==> config.mk <==
export PLATFORM = sky130hd
export DESIGN_NAME = rpba_ctrl
export DESIGN_NICKNAME = d
export VERILOG_FILES = /design/src/rtl/rpba_pkg.sv /design/src/rtl/rpba_ctrl.sv
export SDC_FILE = /design/constraint.sdc
export NUM_CORES = 1
export LEC_CHECK = 0
export BUFFER_PORTS_ARGS = -buffer_cell sky130_fd_sc_hd__buf_2
export CORE_MARGIN = 8
export CORE_UTILIZATION = 50
export DETAILED_ROUTE_END_ITERATION = 12
export PLACE_DENSITY = 0.77
export REMOVE_ABC_BUFFERS = 1
export SYNTH_ARGS = -nofsm -noshare
export SYNTH_HDL_FRONTEND = slang
export SYNTH_SLANG_ARGS = --single-unit
==> constraint.sdc <==
create_clock -name clk -period 1.98 [get_ports clk]
set_clock_uncertainty 0.1 [all_clocks]
set_input_delay 0 -clock clk [delete_from_list [all_inputs] [get_ports clk]]
set_output_delay 0 -clock clk [all_outputs]
set_load 0.005 [all_outputs]
==> src/rtl/rpba_pkg.sv <==
// Shared types, constants and command codes for the regular polygon bounding box block.
// Used by rpba_ctrl, rpba_dp and regular_polygon_bounding_box_area. No dependencies.
`default_nettype none
package rpba_pkg;

	localparam int MAX_SIDES    = 64;
	localparam int CORDIC_STEPS = 24;
	localparam int DIV_STEPS    = 64;
	localparam int IN_W         = 200;
	localparam int OUT_W        = 64;
	localparam int USER_W       = 2;

	localparam logic [33:0] CORDIC_GAIN  = 34'd652032875;
	localparam logic [33:0] HALF_PI      = 34'd1686629713;
	localparam logic [40:0] OFFSET_LIMIT = 41'h100_0000_0000;

	// multiplier operand A
	localparam logic [3:0] A_UX  = 4'd0;
	localparam logic [3:0] A_UY  = 4'd1;
	localparam logic [3:0] A_VX  = 4'd2;
	localparam logic [3:0] A_VY  = 4'd3;
	localparam logic [3:0] A_UUL = 4'd4;
	localparam logic [3:0] A_UUH = 4'd5;
	localparam logic [3:0] A_VVL = 4'd6;
	localparam logic [3:0] A_VVH = 4'd7;
	localparam logic [3:0] A_RES = 4'd8;
	localparam logic [3:0] A_DX  = 4'd9;
	localparam logic [3:0] A_DY  = 4'd10;
	localparam logic [3:0] A_WL  = 4'd11;
	localparam logic [3:0] A_WH  = 4'd12;

	// multiplier operand B
	localparam logic [3:0] B_UX  = 4'd0;
	localparam logic [3:0] B_UY  = 4'd1;
	localparam logic [3:0] B_VX  = 4'd2;
	localparam logic [3:0] B_VY  = 4'd3;
	localparam logic [3:0] B_HPI = 4'd4;
	localparam logic [3:0] B_C   = 4'd5;
	localparam logic [3:0] B_S   = 4'd6;
	localparam logic [3:0] B_HL  = 4'd7;
	localparam logic [3:0] B_HH  = 4'd8;

	// accumulator operations
	localparam logic [2:0] ACC_NOP   = 3'd0;
	localparam logic [2:0] ACC_LOAD  = 3'd1;
	localparam logic [2:0] ACC_LOADR = 3'd2;
	localparam logic [2:0] ACC_ADD   = 3'd3;
	localparam logic [2:0] ACC_SUB   = 3'd4;

	localparam logic [1:0] SH_0  = 2'd0;
	localparam logic [1:0] SH_32 = 2'd1;
	localparam logic [1:0] SH_64 = 2'd2;

	// store targets: accumulator slices, or box width and height for ST_WH
	localparam logic [2:0] ST_NONE = 3'd0;
	localparam logic [2:0] ST_DET  = 3'd1;
	localparam logic [2:0] ST_UU   = 3'd2;
	localparam logic [2:0] ST_VV   = 3'd3;
	localparam logic [2:0] ST_NX   = 3'd4;
	localparam logic [2:0] ST_NY   = 3'd5;
	localparam logic [2:0] ST_RX   = 3'd6;
	localparam logic [2:0] ST_WH   = 3'd7;

	// division jobs
	localparam logic [1:0] DIV_PX   = 2'd0;
	localparam logic [1:0] DIV_PY   = 2'd1;
	localparam logic [1:0] DIV_TURN = 2'd2;

	typedef struct packed {
		logic       load;
		logic [3:0] a_sel;
		logic [3:0] b_sel;
		logic [2:0] acc_op;
		logic [1:0] acc_sh;
		logic [2:0] st;
		logic       div_start;
		logic       div_step;
		logic       div_end;
		logic [1:0] dix;
		logic       cord_init;
		logic       cord_step;
		logic [4:0] cord_idx;
		logic       cs_load;
		logic       box_upd;
		logic       box_first;
		logic       out_load;
	} cmd_t;

	typedef struct packed {
		logic       det_zero;
		logic [6:0] n;
	} stat_t;

	function automatic logic [33:0] atan_q30(input logic [4:0] idx);
		logic [33:0] r;
		case (idx)
			5'd0:  r = 34'd843314857;
			5'd1:  r = 34'd497837830;
			5'd2:  r = 34'd263043837;
			5'd3:  r = 34'd133525159;
			5'd4:  r = 34'd67021687;
			5'd5:  r = 34'd33543515;
			5'd6:  r = 34'd16775851;
			5'd7:  r = 34'd8388437;
			5'd8:  r = 34'd4194283;
			5'd9:  r = 34'd2097149;
			5'd31: r = 34'd0;
			default: r = 34'd1 << (5'd30 - idx);
		endcase
		return r;
	endfunction

endpackage
`default_nettype wire

==> src/rtl/rpba_ctrl.sv <==
// Sequencer for the bounding box block: issues datapath commands step by step.
// Depends on rpba_pkg for cmd_t, stat_t and the command codes.
`default_nettype none
module rpba_ctrl (
	input  wire logic           clk,
	input  wire logic           arst_n,
	input  wire logic           in_fire,
	input  wire logic           out_free,
	input  wire rpba_pkg::stat_t stat,
	output logic                in_ready,
	output rpba_pkg::cmd_t      cmd
);
	import rpba_pkg::*;

	localparam logic [3:0] S_IDLE   = 4'd0;
	localparam logic [3:0] S_PREP   = 4'd1;
	localparam logic [3:0] S_CHK    = 4'd2;
	localparam logic [3:0] S_DSTART = 4'd3;
	localparam logic [3:0] S_DIV    = 4'd4;
	localparam logic [3:0] S_DEND   = 4'd5;
	localparam logic [3:0] S_VA     = 4'd6;
	localparam logic [3:0] S_VB     = 4'd7;
	localparam logic [3:0] S_VC     = 4'd8;
	localparam logic [3:0] S_VD     = 4'd9;
	localparam logic [3:0] S_VM     = 4'd10;
	localparam logic [3:0] S_AREA   = 4'd11;
	localparam logic [3:0] S_FIN    = 4'd12;

	localparam logic [5:0] PREP_LAST = 6'd17;
	localparam logic [5:0] MAC_LAST  = 6'd5;
	localparam logic [5:0] CORD_LAST = 6'(CORDIC_STEPS - 1);
	localparam logic [5:0] DIV_LAST  = 6'(DIV_STEPS - 1);

	logic [3:0] state_q;
	logic [5:0] cnt_q;
	logic [1:0] dix_q;
	logic [6:0] vi_q;
	logic       last_vtx;

	assign in_ready = (state_q == S_IDLE);
	assign last_vtx = (vi_q == (stat.n - 7'd1));

	always_ff @(posedge clk or negedge arst_n) begin
		if (!arst_n) begin
			state_q <= S_IDLE;
			cnt_q   <= '0;
			dix_q   <= DIV_PX;
			vi_q    <= '0;
		end else begin
			case (state_q)
				S_IDLE: begin
					if (in_fire) begin
						state_q <= S_PREP;
						cnt_q   <= '0;
					end
				end
				S_PREP: begin
					cnt_q <= cnt_q + 6'd1;
					if (cnt_q == PREP_LAST) begin
						state_q <= S_CHK;
					end
				end
				S_CHK: begin
					cnt_q <= '0;
					dix_q <= DIV_PX;
					state_q <= stat.det_zero ? S_FIN : S_DIV;
				end
				S_DSTART: begin
					cnt_q   <= '0;
					state_q <= S_DIV;
				end
				S_DIV: begin
					cnt_q <= cnt_q + 6'd1;
					if (cnt_q == DIV_LAST) begin
						state_q <= S_DEND;
					end
				end
				S_DEND: begin
					if (dix_q == DIV_TURN) begin
						vi_q    <= '0;
						state_q <= S_VA;
					end else begin
						dix_q   <= dix_q + 2'd1;
						state_q <= S_DSTART;
					end
				end
				S_VA: begin
					state_q <= S_VB;
				end
				S_VB: begin
					cnt_q   <= '0;
					state_q <= S_VC;
				end
				S_VC: begin
					cnt_q <= cnt_q + 6'd1;
					if (cnt_q == CORD_LAST) begin
						state_q <= S_VD;
					end
				end
				S_VD: begin
					cnt_q   <= '0;
					state_q <= S_VM;
				end
				S_VM: begin
					if (cnt_q == MAC_LAST) begin
						cnt_q <= '0;
						vi_q  <= vi_q + 7'd1;
						state_q <= last_vtx ? S_AREA : S_VA;
					end else begin
						cnt_q <= cnt_q + 6'd1;
					end
				end
				S_AREA: begin
					cnt_q <= cnt_q + 6'd1;
					if (cnt_q == MAC_LAST) begin
						state_q <= S_FIN;
					end
				end
				S_FIN: begin
					if (out_free) begin
						state_q <= S_IDLE;
					end
				end
				default: begin
					state_q <= S_IDLE;
				end
			endcase
		end
	end

	always_comb begin
		cmd          = '0;
		cmd.a_sel    = A_UX;
		cmd.b_sel    = B_UX;
		cmd.acc_op   = ACC_NOP;
		cmd.acc_sh   = SH_0;
		cmd.st       = ST_NONE;
		cmd.dix      = dix_q;
		cmd.cord_idx = cnt_q[4:0];
		case (state_q)
			S_IDLE: begin
				cmd.load = in_fire;
			end
			S_PREP: begin
				case (cnt_q)
					6'd0: begin
						cmd.a_sel = A_UX; cmd.b_sel = B_VY;
					end
					6'd1: begin
						cmd.a_sel = A_VX; cmd.b_sel = B_UY; cmd.acc_op = ACC_LOAD;
					end
					6'd2: begin
						cmd.a_sel = A_UX; cmd.b_sel = B_UX; cmd.acc_op = ACC_SUB;
					end
					6'd3: begin
						cmd.a_sel = A_UY; cmd.b_sel = B_UY; cmd.acc_op = ACC_LOAD;
						cmd.st = ST_DET;
					end
					6'd4: begin
						cmd.a_sel = A_VX; cmd.b_sel = B_VX; cmd.acc_op = ACC_ADD;
					end
					6'd5: begin
						cmd.a_sel = A_VY; cmd.b_sel = B_VY; cmd.acc_op = ACC_LOAD;
						cmd.st = ST_UU;
					end
					6'd6: begin
						cmd.acc_op = ACC_ADD;
					end
					6'd7: begin
						cmd.a_sel = A_UUL; cmd.b_sel = B_VY; cmd.st = ST_VV;
					end
					6'd8: begin
						cmd.a_sel = A_UUH; cmd.b_sel = B_VY; cmd.acc_op = ACC_LOAD;
					end
					6'd9: begin
						cmd.a_sel = A_VVL; cmd.b_sel = B_UY; cmd.acc_op = ACC_ADD;
						cmd.acc_sh = SH_32;
					end
					6'd10: begin
						cmd.a_sel = A_VVH; cmd.b_sel = B_UY; cmd.acc_op = ACC_SUB;
					end
					6'd11: begin
						cmd.acc_op = ACC_SUB; cmd.acc_sh = SH_32;
					end
					6'd12: begin
						cmd.a_sel = A_VVL; cmd.b_sel = B_UX; cmd.st = ST_NX;
					end
					6'd13: begin
						cmd.a_sel = A_VVH; cmd.b_sel = B_UX; cmd.acc_op = ACC_LOAD;
					end
					6'd14: begin
						cmd.a_sel = A_UUL; cmd.b_sel = B_VX; cmd.acc_op = ACC_ADD;
						cmd.acc_sh = SH_32;
					end
					6'd15: begin
						cmd.a_sel = A_UUH; cmd.b_sel = B_VX; cmd.acc_op = ACC_SUB;
					end
					6'd16: begin
						cmd.acc_op = ACC_SUB; cmd.acc_sh = SH_32;
					end
					6'd17: begin
						cmd.st = ST_NY;
					end
					default: begin
						cmd.acc_op = ACC_NOP;
					end
				endcase
			end
			S_CHK: begin
				cmd.div_start = !stat.det_zero;
				cmd.dix       = DIV_PX;
			end
			S_DSTART: begin
				cmd.div_start = 1'b1;
			end
			S_DIV: begin
				cmd.div_step = 1'b1;
			end
			S_DEND: begin
				cmd.div_end = 1'b1;
			end
			S_VA: begin
				cmd.a_sel = A_RES; cmd.b_sel = B_HPI;
			end
			S_VB: begin
				cmd.cord_init = 1'b1;
			end
			S_VC: begin
				cmd.cord_step = 1'b1;
			end
			S_VD: begin
				cmd.cs_load = 1'b1;
			end
			S_VM: begin
				case (cnt_q)
					6'd0: begin
						cmd.a_sel = A_DX; cmd.b_sel = B_C;
					end
					6'd1: begin
						cmd.a_sel = A_DY; cmd.b_sel = B_S; cmd.acc_op = ACC_LOADR;
					end
					6'd2: begin
						cmd.a_sel = A_DX; cmd.b_sel = B_S; cmd.acc_op = ACC_SUB;
					end
					6'd3: begin
						cmd.a_sel = A_DY; cmd.b_sel = B_C; cmd.acc_op = ACC_LOADR;
						cmd.st = ST_RX;
					end
					6'd4: begin
						cmd.acc_op = ACC_ADD;
					end
					6'd5: begin
						cmd.box_upd   = 1'b1;
						cmd.box_first = (vi_q == 7'd0);
					end
					default: begin
						cmd.acc_op = ACC_NOP;
					end
				endcase
			end
			S_AREA: begin
				case (cnt_q)
					6'd0: begin
						cmd.st = ST_WH;
					end
					6'd1: begin
						cmd.a_sel = A_WL; cmd.b_sel = B_HL;
					end
					6'd2: begin
						cmd.a_sel = A_WL; cmd.b_sel = B_HH; cmd.acc_op = ACC_LOAD;
					end
					6'd3: begin
						cmd.a_sel = A_WH; cmd.b_sel = B_HL; cmd.acc_op = ACC_ADD;
						cmd.acc_sh = SH_32;
					end
					6'd4: begin
						cmd.a_sel = A_WH; cmd.b_sel = B_HH; cmd.acc_op = ACC_ADD;
						cmd.acc_sh = SH_32;
					end
					6'd5: begin
						cmd.acc_op = ACC_ADD; cmd.acc_sh = SH_64;
					end
					default: begin
						cmd.acc_op = ACC_NOP;
					end
				endcase
			end
			S_FIN: begin
				cmd.out_load = out_free;
			end
			default: begin
				cmd.load = 1'b0;
			end
		endcase
	end

endmodule
`default_nettype wire

### Word level (Yosys, flattened, before mapping)

Cells that the tools add are included.
Widths: inputs -> output; s select.

| word-level totals | value |
|---|---|
| register bits after elaboration | 19 |
| output and inout bits | 34 |
| input bits | 12 |

| cells by class | value |
|---|---|
| equality and inequality tests | 42 |
| mux-type cells | 45 |
| $add $sub $neg | 4 |
| reduce and logical (&&, ||, !) cells | 20 |

Operators with widths:

| kind | count |
|---|---|
| $pmux 8 s4 | 3 |
| $pmux 7 s13 | 1 |
| $pmux 4 s13 | 1 |
| $eq 6x4->1 const B | 8 |
| $mux 4 | 9 |
| $pmux 3 s3 | 4 |
| $eq 6x3->1 const B | 4 |
| $pmux 6 s4 | 1 |
| $eq 4x4->1 const B | 5 |
| $eq 6x5->1 const B | 3 |
| $ne 2x2->1 const B | 9 |
| $eq 4x3->1 const B | 4 |
| $pmux 2 s2 | 4 |
| $reduce_or 4->1 | 4 |
| $pmux 3 s5 | 1 |
| $mux 7 | 2 |
| $pmux 7 s2 | 1 |
| $eq 6x2->1 const B | 2 |
| $mux 6 | 2 |
| $reduce_or 5->1 | 2 |
| $mux 3 | 3 |
| $eq 4x2->1 const B | 2 |
| $mux 1 | 8 |
| $mux 2 | 4 |
| other kinds (21) | 24 |

### Longest topological paths before layout

| logic depth | value |
|---|---|
| depth after elaboration | 5 |
| depth in mapped cells | 8 |

### Least setup slack after synthesis

OpenSTA, ideal clock, no wires.

| path | value |
|---|---|
| path kind | register -> register |
| from | register cnt_q[3] |
| to | register vi_q[6] |
| arrival | 1.969 ns |
| slack | -0.167 ns |
| clock period less this slack | 2.147 ns |
| buffers on the path | 1 |
| stages on the path, launching flop included | 8 |
| required time | 1.802 ns |
| setup time | 0.078 ns |
| cells stage by stage | dfrtp_1 > buf_6 > or3_4 > or3_4 > nand2_4 > nand4_4 > or3_1 > a21oi_1 |

| between the ends | value |
|---|---|
| word-level cells in the longest chain between the ends | 3 |

RTL lines:

| element | line | source |
|---|---|---|
| start, declared | rpba_ctrl.sv:35 | `logic [5:0] cnt_q;` |
| start signal, assigned | rpba_ctrl.sv:58 | `cnt_q <= cnt_q + 6'd1;` |
| start signal, assigned | rpba_ctrl.sv:73 | `cnt_q <= cnt_q + 6'd1;` |
| start signal, assigned | rpba_ctrl.sv:95 | `cnt_q <= cnt_q + 6'd1;` |
| $eq 6x3->1 | rpba_ctrl.sv:105 | `if (cnt_q == MAC_LAST) begin` |
| $ne 2x2->1 (no source line) | -- |  |
| $reduce_and 3->1 (no source line) | -- |  |
| end signal, assigned | rpba_ctrl.sv:107 | `vi_q <= vi_q + 7'd1;` |
| end, declared | rpba_ctrl.sv:37 | `logic [6:0] vi_q;` |

Every way passes these cells.
A chain may end at the register's enable or synchronous reset.

### Worst setup path in the final report

| path | value |
|---|---|
| from | register state_q[1] |
| to | register state_q[0] |

| between the ends | value |
|---|---|
| word-level cells in the longest chain between the ends | 3 |
| elaborated cells on any way between the ends | 22 |
| classes of those cells | 19 x eq/ne; 1 x mux; 2 x reduce/logical |

RTL lines:

| element | line | source |
|---|---|---|
| start, declared | rpba_ctrl.sv:34 | `logic [3:0] state_q;` |
| start signal, assigned | rpba_ctrl.sv:66 | `state_q <= stat.det_zero ? S_FIN : S_DIV;` |
| start signal, assigned | rpba_ctrl.sv:108 | `state_q <= last_vtx ? S_AREA : S_VA;` |
| $eq 4x4->1, or another cell as far along | rpba_ctrl.sv:50 | `case (state_q)` |
| $ne 2x2->1 (no source line) | -- |  |
| $reduce_and 7->1 (no source line) | -- |  |

Parallel ways exist; a longest one is shown, timed or not.

==> impl_summary.txt <==
----------------------------------------------------
[Setup path]
  Critical Path Slowest Stage Cell ... or4_4
  Depth of the most critical reg-to-reg path ... 7
  Worst Setup Start Kind ... flop
  Required time of the critical path ... 2000 ps
  Arr. time, crit path ... 2310 ps
  Crit-path max FO ... 6
  Peak per-stage delay on the critical path ... 530 ps
  Minimum setup slack among reg-to-reg paths ... -310 ps
  Critical path cell sequence ... buf_8 > buf_4 > buf_4 > or4_4 > o21ai_1 > a31oi_1 > o31ai_1
  CP endpoint ... state_q[0]
  Launching element of the worst setup path ... state_q[1]
  Most prevalent standard cell on the critical path ... buf_4
  Classification of the worst setup path ... flop to flop
  End of the worst register-to-register path ... state_q[0]
  Setup crit end kind ... flop
  Start of the worst register-to-register path ... state_q[1]

[Clocking]
  Total clock buffers created by CTS ... 3
  Clock net sink count ... 19
  CTS tree ... done
  Post-CTS clock slew at the launch and capture registers of the worst setup and hold paths ... 80 ps
  Clock network latency to the later pin of the worst-skew pair ... 260 ps
  Master cell of the clock root buffer ... clkbuf_8
  CTS H-tree depth ... 1
  Bufs on Longest Clock Path ... 2

[Global routing]
  Initial antenna violation count ... 0
  Tot GR Track Use ... 0.249
  Grt ovf ... 0
  Via count of the first global-routing pass ... 2825
  Pin count of the biggest net entering global routing ... 20
  Wire length of the first global-routing pass ... 13500 µm

[Place]
  Routability-driven placement congestion ratio ... 0.987
  Half-perimeter wire length after placement ... 5450 µm
  Number of input and output port buffers inserted ... 45
  Cell area after placement ... 2740 µm²

[Final layout]
  Fill count ... 227
  Area used by sequential logic in the layout ... 484 µm²
  Layout net count ... 435
  Layout cell share with drive strength beyond 1 ... 0.512
  Total area of multi-input combinational cells ... 1930 µm²
  Synth-to-Final Area Change ... 63.3%
  Final cell area excluding filler cells ... 3560 µm²
  Ant diodes ... 0
  Commonest cells after routing, fill and taps aside ... buf_4 (59), buf_2 (45), nor2_1 (29)
  Commonest non-fill, non-tap cell in the layout ... buf_4

[Pwr]
  Largest vdd supply drop ... 0.265 mV
  Static power due to leakage ... 1.69 nW
  Areal power density over the cells ... 204 nW/µm²

[Synth]
  Synthesized area divided by synthesized cell count ... 7.15 µm²
  Gate count of the mapped netlist ... 305
  Area leader, netlist ... dfrtp_1
  Flops & latches, synth ... 19
  Number of flops mapped to enable cells by yosys ... 0
  Yosys warning total ... 0
  Top area cells in the synthesized netlist ... dfrtp_1 (22%), nor2_1 (6.4%), nand2_1 (5.9%)
  Most frequently used flop master after synthesis ... dfrtp_1
  Number of distinct library cells after synthesis ... 59
  Async S/R FF share, synth ... 1.00
  Area share of the largest cell type after synthesis ... 0.218
  Area of the mapped netlist ... 2180 µm²
  Sequential fraction of the synthesis area ... 0.218

[STA]
  Final slew viol count ... 0
  Tightest hold margin ... 124 ps
  Final number of setup-violating endpoints ... 23
  Time the worst path needs with I/O delays and setup ... 2290 ps
  Unrepaired setup endpoints after global routing ... yes
  Portion of the clock cycle consumed by the worst path in the final layout ... 1.16
  Final Hold Vio Count ... 0
  Highest attainable clock frequency ... 0.436 GHz
  Max-slew headroom at the worst pin ... 0.685
  Aggregate negative setup slack ... -2260 ps
  Final setup slack of the worst path ... -312 ps
  Slew at the pin with the worst max-slew slack ... 473 ps

[Die]
  Horizontal die dimension ... 82.0 µm
  Core Rows ... 24
  Core footprint ... 4260 µm²
  Die Area ... 6730 µm²
  Io pins ... 46
  Die extent in y ... 82.0 µm
  Initial core utilization ... 0.511

[Routing]
  DRC viols ... 0
  Routed via count divided by cell count ... 6.69
  Number of vias in the routed layout ... 3116
  Antenna violation net count after detailed routing ... 0
  Initial drt markers ... 391
  DR WL/cell ... 22.2 µm
  Total Routed Length ... 10400 µm
  Count of TritonRoute iterations in the first routing pass ... 5

[Worst hold path]
  Hold/Removal Path Class ... input port to async pin

[Run]
  Number of maximum-capacitance violations ... 0

[Status]
  Result of the run ... finished with violations
  Failing checks ... negative setup slack

----------------------------------------------------
-- power by group --
| group | internal (mW) | total (mW) | switching (mW) |
|---|---|---|---|
| logic | 0.0226 | 0.0540 | 0.0314 |
| clock network | 0.140 | 0.285 | 0.145 |
| registers | 0.387 | 0.387 | 0 |
| total | 0.550 | 0.726 | 0.176 |
-- sequential cells by signal, indices dropped and copies added (netlist names) --
name and count:
vi_q 7, state_q 4, dix_q 2, cnt_q 6
-- per-stage QoR --
step	worst slack [ps]	utilization	power, mW	std cells
3_3_place_gp	-8.89	0.642	0.445	429
2_1_floorplan	-253	-	0.417	279
4_1_cts	-65.6	0.725	0.726	448
6_report	-312	0.835	0.726	466
3_5_place_dp	-61.5	0.642	0.446	429
5_1_grt	-269	0.835	0.758	466
-- cells by family after synthesis --
logic type,share of synthesized area
AOI/OAI and AO/OA,0.249
adders and majority gates,0.0459
and+or+nand+nor,0.333
muxes,0.0138
buffers and inverters,0.0798
DFF,0.218
xor gates and xnor gates,0.0603
-- synthesized netlist by cell type (4+ instances only) --
| library cell | n |
|---|---|
| buf_2 | 4 |
| nand2b_1 | 9 |
| ha_1 | 8 |
| clkbuf_1 | 16 |
| nor2_1 | 37 |
| o21ai_0 | 23 |
| xor2_1 | 7 |
| inv_1 | 12 |
| nand2_1 | 34 |
| nor3_1 | 8 |
| or3_1 | 4 |
| buf_4 | 5 |
| dfrtp_1 | 19 |
| o31ai_1 | 4 |
| xnor2_1 | 8 |
| a21oi_1 | 21 |
| nor2b_1 | 8 |
| nand3_1 | 14 |
-- worst max-delay path, delay by kind of cell, from the launching register on --
kind | cells | cell delay [ps]
compound gates | 3 | 650
simple gates | 1 | 530
buf+inv | 3 | 430
flops | 1 | 430
-- layout make-up --
cell class	instances	share of cell area
clock buffer	3	0.0116
multi-input combinational	248	0.542
inverter	12	0.0141
tap	52	0.0183
timing repair buffer	131	0.277
clock inverter	1	0.00141
sequential	19	0.136
-- routing by layer --
layer  wire length [µm]  up-vias  GRT usage
met2               4810      261      0.425
met4                676        0      0.118
met5                  0        -          0
met1               3810     1456      0.291
li1                   -     1305          -
met3               1060       94     0.0503
-- worst min path at each step --
| stage | to | slack [ps] | cells after the start |
|---|---|---|---|
| global placement | cnt_q[0] | -130 | 1 |
| CTS | vi_q[6] | 130 | 2 |
| global route | cnt_q[3] | 150 | 2 |
| detailed placement | cnt_q[1] | -120 | 1 |
| floorplan | cnt_q[0] | -400 | 0 |
| finish | vi_q[5] | 120 | 2 |
-- what timing repair did --
item,CTS,global route
pin swaps,22,30
resized for setup,53,88
endpoints found under the setup margin,22,29
endpoints found under the hold margin,19,0
buffers inserted,15,18
hold buffers,1,0
No activity file was read; power rests on OpenSTA's default activity.
